<file path="config.mk">
export PLATFORM = sky130hd
export DESIGN_NAME = pixel_coordinate_queue
export DESIGN_NICKNAME = d
export VERILOG_FILES = /design/src/rtl/core/pcq_pkg.sv /design/src/rtl/core/pcq_cell.sv /design/src/rtl/core/pixel_coordinate_queue.sv
export VERILOG_INCLUDE_DIRS = /design/src /design/src/rtl/core
export SDC_FILE = /design/constraint.sdc
export NUM_CORES = 2
export LEC_CHECK = 0
export BUFFER_PORTS_ARGS = -buffer_cell sky130_fd_sc_hd__buf_2
export CORE_MARGIN = 2
export CORE_UTILIZATION = 45
export CTS_BUF_LIST = sky130_fd_sc_hd__clkbuf_4 sky130_fd_sc_hd__clkbuf_8
export CTS_CLUSTER_DIAMETER = 150
export CTS_CLUSTER_SIZE = 10
export DETAILED_ROUTE_END_ITERATION = 12
export MAX_ROUTING_LAYER = met4
export PLACE_DENSITY = 0.66
export SLEW_MARGIN = 10
export SYNTH_ARGS = -nofsm -noshare
export SYNTH_HDL_FRONTEND = slang
export SYNTH_SLANG_ARGS = --single-unit
</file>
<file path="constraint.sdc">
create_clock -name clk_i -period 5.4 [get_ports clk_i]
set_clock_uncertainty 0.1 [all_clocks]
set_input_delay 0.27 -clock clk_i [delete_from_list [all_inputs] [get_ports clk_i]]
set_output_delay 0.27 -clock clk_i [all_outputs]
set_load 0.01 [all_outputs]
</file>
<file path="src/rtl/core/pixel_coordinate_queue_macros.svh">
// Assertion macros used by the queue RTL.
`ifndef PIXEL_COORDINATE_QUEUE_MACROS_SVH
`define PIXEL_COORDINATE_QUEUE_MACROS_SVH

// Condition must hold in every cycle out of reset.
`define PCQ_ASSERT_ALWAYS(label, expr) \
  label: assert property (@(posedge clk_i) disable iff (!rst_ni) (expr)) \
    else $error("pcq: invariant violated");

// Consequent must hold in the cycle after the antecedent.
`define PCQ_ASSERT_NEXT(label, ante, cons) \
  label: assert property (@(posedge clk_i) disable iff (!rst_ni) (ante) |=> (cons)) \
    else $error("pcq: next-cycle check failed");

`endif

</file>
<file path="src/rtl/core/pcq_pkg.sv">
// Types and constants of the pixel coordinate queue.
`default_nettype none
package pcq_pkg;

  localparam int unsigned FIELD_W        = 12;
  localparam int unsigned MAX_COORD_W    = 16;
  localparam int unsigned CAPACITY_DEF   = 64;
  localparam int unsigned COORD_BITS_DEF = 12;

  typedef enum logic [1:0] {
    OP_APPEND   = 2'd0,
    OP_TAKE     = 2'd1,
    OP_REMOVE   = 2'd2,
    OP_CONTAINS = 2'd3
  } op_e;

  typedef enum logic [1:0] {
    ST_OK    = 2'd0,
    ST_EMPTY = 2'd1,
    ST_FULL  = 2'd2
  } status_e;

  typedef struct packed {
    op_e                  operation;
    logic [FIELD_W-1:0]   coord_x;
    logic [FIELD_W-1:0]   coord_y;
  } pcq_in_t;

  typedef struct packed {
    logic [FIELD_W-1:0]   head_x;
    logic [FIELD_W-1:0]   head_y;
    logic                 found;
    logic                 not_empty;
    status_e              status;
  } pcq_out_t;

  // Broadcast control seen by every cell.
  typedef struct packed {
    logic append;     // write key at the tail cell
    logic take;       // every cell loads its upstream neighbor
    logic remove;     // cells at or behind the first match load their neighbor
  } pcq_cell_ctrl_t;

endpackage
`default_nettype wire

</file>
<file path="src/rtl/core/pcq_cell.sv">
// One storage cell of the queue chain: holds an entry, matches, shifts.
`default_nettype none
module pcq_cell
  import pcq_pkg::*;
#(
  parameter int unsigned COORD_BITS = COORD_BITS_DEF
) (
  input  wire logic                  clk_i,
  input  wire pcq_cell_ctrl_t        ctrl_i,
  input  wire logic [COORD_BITS-1:0] key_x_i,
  input  wire logic [COORD_BITS-1:0] key_y_i,
  input  wire logic                  occupied_i,
  input  wire logic                  at_tail_i,
  input  wire logic [COORD_BITS-1:0] next_x_i,
  input  wire logic [COORD_BITS-1:0] next_y_i,
  input  wire logic                  seen_i,
  output logic                       seen_o,
  output logic [COORD_BITS-1:0]      x_o,
  output logic [COORD_BITS-1:0]      y_o
);

  logic [COORD_BITS-1:0] x_q, x_d, y_q, y_d;
  logic                  hit;
  logic                  load_next;

  always_comb begin
    hit       = occupied_i && (x_q == key_x_i) && (y_q == key_y_i);
    seen_o    = seen_i | hit;
    // seen_o is high here and everywhere downstream of the oldest match
    load_next = ctrl_i.take | (ctrl_i.remove & seen_o);
    x_d       = x_q;
    y_d       = y_q;
    if (ctrl_i.append && at_tail_i) begin
      x_d = key_x_i;
      y_d = key_y_i;
    end else if (load_next) begin
      x_d = next_x_i;
      y_d = next_y_i;
    end
  end

  always_ff @(posedge clk_i) begin
    x_q <= x_d;
    y_q <= y_d;
  end

  assign x_o = x_q;
  assign y_o = y_q;

endmodule
`default_nettype wire

</file>
<file path="src/rtl/core/pixel_coordinate_queue.sv">
// Top level of the pixel coordinate queue: cell chain, count and result register.
`default_nettype none
// Bounded FIFO of (x, y) pixel coordinates with search and delete by value.
// Each input item is one request: append at the tail, take the head, remove
// the oldest matching entry (younger entries close the gap, order kept), or
// test membership. Every item yields exactly one result item carrying the
// taken head (zero unless a take succeeded), a found flag (remove/contains),
// whether the queue holds anything after the request, and a status (ok,
// take on empty, append on full). Throughput is one item per clock while the
// output is not stalled; the request is applied to all cells at the same edge
// that loads the result register. The critical path is the match chain, which
// runs from cell 0 to the last cell to mark where the oldest match sits.
// Entries live in CAPACITY cells, oldest in cell 0; the fill count tells
// which cells hold data, so no clearing is needed after reset.
// in_stall_o is asserted only while a result waits and the output is stalled.
`include "pixel_coordinate_queue_macros.svh"
module pixel_coordinate_queue
  import pcq_pkg::*;
#(
  parameter int unsigned CAPACITY   = CAPACITY_DEF,
  parameter int unsigned COORD_BITS = COORD_BITS_DEF
) (
  input  wire logic     clk_i,
  input  wire logic     rst_ni,
  input  wire logic     in_valid_i,
  output logic          in_stall_o,
  input  wire pcq_in_t  in_item_i,
  output logic          out_valid_o,
  input  wire logic     out_stall_i,
  output pcq_out_t      out_item_o
);

  localparam int unsigned CNT_W = $clog2(CAPACITY + 1);

  logic [CNT_W-1:0]       count_q, count_d;
  logic                   out_valid_q, out_valid_d;
  pcq_out_t               out_item_q, out_item_d;

  logic                   accept;
  logic                   is_full, is_empty;
  logic [MAX_COORD_W-1:0] key_x_ext, key_y_ext;
  logic [COORD_BITS-1:0]  key_x, key_y;
  logic [MAX_COORD_W-1:0] head_x_ext, head_y_ext;
  pcq_cell_ctrl_t         ctrl;
  logic                   found;

  logic [COORD_BITS-1:0]  cell_x [CAPACITY];
  logic [COORD_BITS-1:0]  cell_y [CAPACITY];
  logic                   seen   [CAPACITY+1];

  // Handshake: a new item is taken unless a result is stuck at the output.
  assign in_stall_o = out_valid_q & out_stall_i;
  assign accept     = in_valid_i & ~in_stall_o;

  assign is_full  = (count_q == CNT_W'(CAPACITY));
  assign is_empty = (count_q == '0);

  // Coordinates are held masked to COORD_BITS bits.
  assign key_x_ext = MAX_COORD_W'(in_item_i.coord_x);
  assign key_y_ext = MAX_COORD_W'(in_item_i.coord_y);
  assign key_x     = key_x_ext[COORD_BITS-1:0];
  assign key_y     = key_y_ext[COORD_BITS-1:0];

  // Request decode, gated so refused requests leave the cells untouched.
  always_comb begin
    ctrl = '0;
    if (accept) begin
      case (in_item_i.operation)
        OP_APPEND: ctrl.append = ~is_full;
        OP_TAKE:   ctrl.take   = ~is_empty;
        OP_REMOVE: ctrl.remove = 1'b1;
        default:   ctrl        = '0;
      endcase
    end
  end

  // The chain: match flag travels toward the tail, data moves toward the head.
  assign seen[0] = 1'b0;

  for (genvar i = 0; i < CAPACITY; i++) begin : g_cell
    logic [COORD_BITS-1:0] nx, ny;
    if (i == CAPACITY - 1) begin : g_last
      assign nx = cell_x[i];
      assign ny = cell_y[i];
    end else begin : g_mid
      assign nx = cell_x[i+1];
      assign ny = cell_y[i+1];
    end

    pcq_cell #(
      .COORD_BITS (COORD_BITS)
    ) u_cell (
      .clk_i      (clk_i),
      .ctrl_i     (ctrl),
      .key_x_i    (key_x),
      .key_y_i    (key_y),
      .occupied_i (CNT_W'(i) < count_q),
      .at_tail_i  (CNT_W'(i) == count_q),
      .next_x_i   (nx),
      .next_y_i   (ny),
      .seen_i     (seen[i]),
      .seen_o     (seen[i+1]),
      .x_o        (cell_x[i]),
      .y_o        (cell_y[i])
    );
  end

  assign found = seen[CAPACITY];

  assign head_x_ext = MAX_COORD_W'(cell_x[0]);
  assign head_y_ext = MAX_COORD_W'(cell_y[0]);

  // Fill count and result assembly.
  always_comb begin
    count_d    = count_q;
    out_item_d = out_item_q;
    if (accept) begin
      out_item_d        = '0;
      out_item_d.status = ST_OK;
      case (in_item_i.operation)
        OP_APPEND: begin
          if (is_full) begin
            out_item_d.status = ST_FULL;
          end else begin
            count_d = count_q + CNT_W'(1);
          end
        end
        OP_TAKE: begin
          if (is_empty) begin
            out_item_d.status = ST_EMPTY;
          end else begin
            out_item_d.head_x = head_x_ext[FIELD_W-1:0];
            out_item_d.head_y = head_y_ext[FIELD_W-1:0];
            count_d           = count_q - CNT_W'(1);
          end
        end
        OP_REMOVE: begin
          out_item_d.found = found;
          if (found) begin
            count_d = count_q - CNT_W'(1);
          end
        end
        default: begin
          out_item_d.found = found;
        end
      endcase
      out_item_d.not_empty = (count_d != '0);
    end
  end

  always_comb begin
    if (accept) begin
      out_valid_d = 1'b1;
    end else if (out_stall_i) begin
      out_valid_d = out_valid_q;
    end else begin
      out_valid_d = 1'b0;
    end
  end

  always_ff @(posedge clk_i or negedge rst_ni) begin
    if (!rst_ni) begin
      count_q     <= '0;
      out_valid_q <= 1'b0;
    end else begin
      count_q     <= count_d;
      out_valid_q <= out_valid_d;
    end
  end

  // Result payload needs no reset.
  always_ff @(posedge clk_i) begin
    out_item_q <= out_item_d;
  end

  assign out_valid_o = out_valid_q;
  assign out_item_o  = out_item_q;

  // Checks
  `PCQ_ASSERT_ALWAYS(a_count_bound, count_q <= CNT_W'(CAPACITY))
  `PCQ_ASSERT_ALWAYS(a_not_empty_tracks_count, !out_valid_q || (out_item_q.not_empty == (count_q != '0)))
  `PCQ_ASSERT_NEXT(a_full_refused, accept && (in_item_i.operation == OP_APPEND) && is_full, (out_item_q.status == ST_FULL) && (count_q == $past(count_q)))
  `PCQ_ASSERT_NEXT(a_take_shrinks, accept && (in_item_i.operation == OP_TAKE) && !is_empty, count_q == $past(count_q) - CNT_W'(1))

endmodule
`default_nettype wire

</file>
After elaboration in Yosys (flattened, before gate mapping)
Index checks and enable logic that the tools add are counted.

word-level totals
  flip-flop bits (word level) = 1572
  latch bits = 0
  bits in writable memories = 0
  ROM bits = 0
  input port bits = 30
  output and inout port bits = 30
  logic and storage cells = 1117
  memories kept = 0

operators by class
  $add $sub $neg = 2
  multiply operators = 0
  div/mod/pow operators = 0
  magnitude comparators = 64
  equal/unequal tests = 195
  shift operators = 0
  multiplexer cells = 266
  bitwise gates (word level) = 195
  reduce and logical (&&, ||, !) cells = 260

operators with widths
  kind                                                number
  two-way mux 12 bit                                  252
  equality test 12 bit                                128
  equality test 6 x 7 -> 1 bit, first input constant  32
  < comparator 6 x 7 -> 1 bit, first input constant   32
  logical AND 1 bit                                   192
  bitwise OR 1 bit                                    126
  nonzero test 2 bit                                  63
  equality test 5 x 7 -> 1 bit, first input constant  16
  < comparator 5 x 7 -> 1 bit, first input constant   16
  bitwise AND 1 bit                                   65
  equality test 4 x 7 -> 1 bit, first input constant  8
  < comparator 4 x 7 -> 1 bit, first input constant   8
  equality test 3 x 7 -> 1 bit, first input constant  4
  < comparator 3 x 7 -> 1 bit, first input constant   4
  two-way mux 7 bit                                   4
  case mux 7 bit (3 select lines)                     1
  equality test 2 x 7 -> 1 bit, first input constant  2
  < comparator 1 x 7 -> 1 bit, first input constant   2
  < comparator 2 x 7 -> 1 bit, first input constant   2
  adder 7 x 1 -> 7 bit, second input constant         1
  equality test 1 x 7 -> 1 bit, first input constant  1
  equality test 7 bit, second input constant          1
  logical NOT 7 bit                                   1
  nonzero test 7 bit                                  1
  11 further kinds                                    20

Logic depth before layout (Yosys ltp)
  depth after elaboration = 70
  mapped depth = 16
  depth with buffers taken out = 12

Hierarchy
A second synthesis with hierarchy kept.

second synthesis, totals
  cell total of the unflattened synthesis = 6227
  area total of the unflattened synthesis = 87018.5 um^2

modules (own cells, without submodules)
  module                  times used  cells an instance  area an instance (um^2)  sequential area each (um^2)
  pcq_cell                64          91                 1312.5                   720.7
  pixel_coordinate_queue  1           403                3017.9                   1041.0

Least setup slack after synthesis
OpenSTA, ideal clock, no wires.

  path kind = input port to flip-flop
  start point = input in_item_i[22] in the netlist's numbering
  end point = register g_cell[54].u_cell.x_q[0], enable pin
  setup time = 0.438 ns
  data arrival time = 4.103 ns
  required time = 4.862 ns
  setup slack = 0.758 ns
  cell stages on the path = 13
  buffers on the path = 3
  cells stage by stage = buf_4 -> buf_4 -> buf_4 -> xor2_1 -> nor4_1 -> nand4_1 -> nor4_1 -> nor3_1 -> and4_1 -> nand4_2 -> or2_2 -> nor3_1 -> o21ai_0

on the way
  longest elaborated chain between the ends = 60

RTL lines
  what                                     line                          text
  start: declaration                       pixel_coordinate_queue.sv:27  input wire pcq_in_t in_item_i,
  equality test 12 bit                     pcq_cell.sv:27                hit = occupied_i && (x_q == key_x_i) && (y_q == key_y_i);
  logical AND 1 bit (2 in series)          pcq_cell.sv:27
  bitwise OR 1 bit (53 in series)          pcq_cell.sv:28                seen_o = seen_i | hit;
  bitwise OR 1 bit (*)                     pcq_cell.sv:28
  bitwise AND 1 bit (*)                    pcq_cell.sv:30                load_next = ctrl_i.take | (ctrl_i.remove & seen_o);
  bitwise OR 1 bit (*)                     pcq_cell.sv:30
  nonzero test 2 bit (no source line) (*)  -
  end signal: assignment                   pcq_cell.sv:43                x_q <= x_d;
  end: declaration                         pcq_cell.sv:22                logic [COORD_BITS-1:0] x_q, x_d, y_q, y_d;

Mark *: on every way between the ends. The rest lies on a longest branch, timed or not.
A chain may end at the register's enable or synchronous reset.

Final worst setup path
  start point = register count_q[6]
  end point = register g_cell[56].u_cell.x_q[5], enable pin

on the way
  longest elaborated chain between the ends = 62

RTL lines
  what                                     line                           text
  start: declaration                       pixel_coordinate_queue.sv:35   logic [CNT_W-1:0] count_q, count_d;
  start signal: assignment                 pixel_coordinate_queue.sv:166  count_q <= count_d;
  < comparator 1 x 7 -> 1 bit              pixel_coordinate_queue.sv:97   .occupied_i (CNT_W'(i) < count_q),
  logical AND 1 bit (2 in series)          pcq_cell.sv:27
  bitwise OR 1 bit (56 in series)          pcq_cell.sv:28
  bitwise AND 1 bit                        pcq_cell.sv:30
  bitwise OR 1 bit                         pcq_cell.sv:30
  nonzero test 2 bit (no source line) (*)  -
  end signal: assignment                   pcq_cell.sv:43
  end: declaration                         pcq_cell.sv:22

Marked as above.

==> flow_summary_export.csv <==
group,metric,value,unit
cts,clock_path_buffers,3,
setup_path,criticalPathCategory,"reg2reg",
drt,wire_per_inst,28.06,um
drt,detail-route-antenna-nets,0,
logic_synthesis,syn_nets,6357,
timing,hold_violations,0,
final_layout,drive_gt1_share,34.21,%
setup_path,crit_path_cell_trace,"buf_4, nor4b_4, buf_4, a2111oi_0, nand3_1, o22ai_1, nor4_1, and3_1, nand4_2, or2_2, nor2b_2, a21oi_1, or3_1, buf_4",
logic_synthesis,synth-edff-count,1564,
global_routing,grt.busiest_layer,"met2",
cts,ctsResizeCount,0,
die,dieWidth,443.7,um
setup_path,start_kind,"flop",
place,portBuffers,59,
drt,post_drt_via_cell_ratio,5.831,
drt,totalWireLength,253.8,mm
final_layout,instances_no_fill,9043,
setup_path,cpMostUsedCell,"buf_4",
die,die_h,443.7,um
power_and_ir_drop,p_leak,0.03153,uW
timing,slew_violations,0,
final_layout,final_common_cell,"edfxtp_1",
logic_synthesis,ys_seq_area_share,54.20,%
final_layout,final_cell_mix,"1564 x edfxtp_1, 1490 x mux2_2, 1012 x xor2_1",
final_layout,fin_util,49.20,%
timing,grt_setup_unrepaired,"no",
place,post-place-ws,0.3629,ns
drt,drcViolationCount,0,
timing,min_period,5.312,ns
timing,slew_headroom,13.26,%
place,gp_congestion,0.9426,
drt,dr.pass1.iters,5,
setup_path,crit_required,5.99,ns
timing,finalSetupTns,0,ns
die,die_area,0.1969,mm^2
place,place_hpwl,176.2,mm
cts,cts_made_buffers,175,
die,ioPinCount,60,
setup_path,critical_path.endpoint,"g_cell[56].u_cell.x_o[5]",
setup_path,reg2regPathDepth,14,
timing,finalSetupViolations,0,
global_routing,grt_usage,26.12,%
place,placed_area,0.09148,mm^2
cts,clk_latency,1.00,ns
cts,cts_tree,"built",
drt,vias,52730,
global_routing,grt_pass1_wl,369.4,mm
logic_synthesis,ys_ff_latch,1572,
die,core,0.1924,mm^2
setup_path,cp_max_fo,24,
final_layout,area_delta_synth_final,8.783,%
timing,timing.fmax,188.2,MHz
power_and_ir_drop,max-vdd-ir-drop,0.2431,mV
setup_path,worstSetupStartpoint,"count_q[6]",
setup_path,rrSetupSlack,0.09,ns
cts,postCtsHoldBufs,32,
setup_path,critPathArrivalTime,5.90,ns
final_layout,fillers,16430,
logic_synthesis,syn_area_per_cell,13.77,um^2
global_routing,grt_pass1_vias,53350,
min_path,hp-class,"in2reg",
logic_synthesis,synth-main-ff-cell,"edfxtp_1",
place,place_inst,8777,
global_routing,antenna_found_initial,11,
timing,tightest_slew,1.289,ns
logic_synthesis,yosysUniqueCellTypes,80,
setup_path,end_kind,"flop",
final_layout,fin_nets,6496,
job,max_cap_viol_count,0,
timing,fin_ws,0.08768,ns
global_routing,grt_max_degree,50,
setup_path,cpPeakStageDelay,1.09,ns
logic_synthesis,synthArstFlopShare,0.5089,%
die,num_rows,161,
global_routing,use_met1,34.17,%
final_layout,fin_area,0.09466,mm^2
cts,post_cts.repair.setup_buffers,0,
logic_synthesis,netlist_instances,6321,
drt,first_iter_violations,5409,
global_routing,met3_usage,4.019,%
outcome,run_status,"finished, final reports clean",
cts,htree_levels,4,
setup_path,r2r_start,"count_q[6]",
die,start_util,45.23,%
global_routing,grt-ovfl-total,0,
setup_path,cp_slowest_cell,"nor4_1",
cts,clk_pin_slew,0.10,ns
global_routing,grt_use_met2,41.44,%
power_and_ir_drop,powerDensity,270.8,mW/mm^2
logic_synthesis,synth_warnings,0,
logic_synthesis,synth_area,0.08701,mm^2
setup_path,reg2reg_to,"g_cell[56].u_cell.x_o[5]",
timing,layout_worst_path_cycle_share,98.38,%
cts,cts-root-buf,"clkbuf_8",
min_path,hold_start,"in_item_i[1]",
cts,cts.sinks,1572,
-- worst max-delay path: cells and delay by family, from the launching register on --
kind / cells / cell delay, ns
AO/OA/AOI/OAI: 3 / 0.34
flip-flops: 1 / 0.59
AND/OR/NAND/NOR: 8 / 3.23
buffers and inverters: 3 / 0.72
-- metal layers --
layer  vias to the layer above  wire length, um
li1                      23490                -
met1                     26840           107400
met2                      1995           120700
met3                       407            16840
met4                         0             8849
met5                         -                0
-- registers in the layout, summed over array words and instances (netlist names) --
| name | cells |
|---|---|
| count_q | 7 |
| g_cell.u_cell.x_o | 768 |
| out_item_o | 28 |
| g_cell.u_cell.y_o | 768 |
| out_valid_o | 1 |
-- area by class of cell --
class,count,area [um^2],share of cell area [%]
diodes,10,25.02,0.02644
clock buffers,210,2684,2.835
clock inverters,14,151.4,0.1599
inverters,11,41.29,0.04362
multi-input cells,4227,37260,39.36
flip-flops and latches,1572,47170,49.83
well taps,2526,3161,3.339
repair buffers,473,4172,4.407
-- worst min path at each step --
stage / slack (ns) / depth (start not counted) / to
floorplan: -0.13 / 0 / count_q[0]
global placement: 0.11 / 1 / out_valid_o
detailed placement: 0.11 / 1 / out_valid_o
CTS: 0.00008 / 2 / g_cell[0].u_cell.y_o[1]
global route: 0.03 / 2 / g_cell[0].u_cell.y_o[1]
finish: 0.09 / 2 / g_cell[0].u_cell.y_o[1]
-- kinds of logic (layout without fill, tap and decap cells) --
group,count (synthesis),in the layout,share of synthesized area [%]
flip-flops,1572,1572,54.20
AND/OR/NAND/NOR,1026,1026,6.416
multiplexers,1493,1493,19.32
XOR/XNOR,1540,1540,15.50
adder cells (fa/ha/maj),6,6,0.08627
buffers and inverters,522,708,3.155
other,0,10,0
AO/OA/AOI/OAI,162,162,1.321
-- where the power goes --
part	switching, uW	internal (uW)
Sequential	370	13900
Combinational	2490	1280
Clock	4410	3220
-- through the flow --
step / hold slack (ns) / total power, uW
2_1_floorplan: -0.1256 / 16530
3_3_place_gp: 0.1097 / 18130
3_5_place_dp: 0.1050 / 18160
4_1_cts: 0.00007827 / 25720
5_1_grt: 0.03016 / 26400
6_report: 0.08569 / 25630
-- Yosys cell counts (all sizes together), types with 8 or more instances --
cell type  count  area share (%)
a2111oi       27            0.27
a211o          9           0.091
a21oi         22            0.13
and2          26            0.19
and3          11           0.079
buf          192             1.7
clkbuf       319             1.4
dfrtp          8            0.23
edfxtp      1564              54
inv           10           0.043
mux2        1490              19
nand2        201            0.87
nand3        100            0.58
nand4        170             1.2
nor2         125            0.55
nor3          57            0.35
nor4         278             2.0
o211ai        18            0.16
o21ai         32            0.18
o22ai         10           0.072
or3            9           0.065
xnor2        528             5.3
xor2        1012              10
Note: power is estimated with default switching activity, not from simulation.
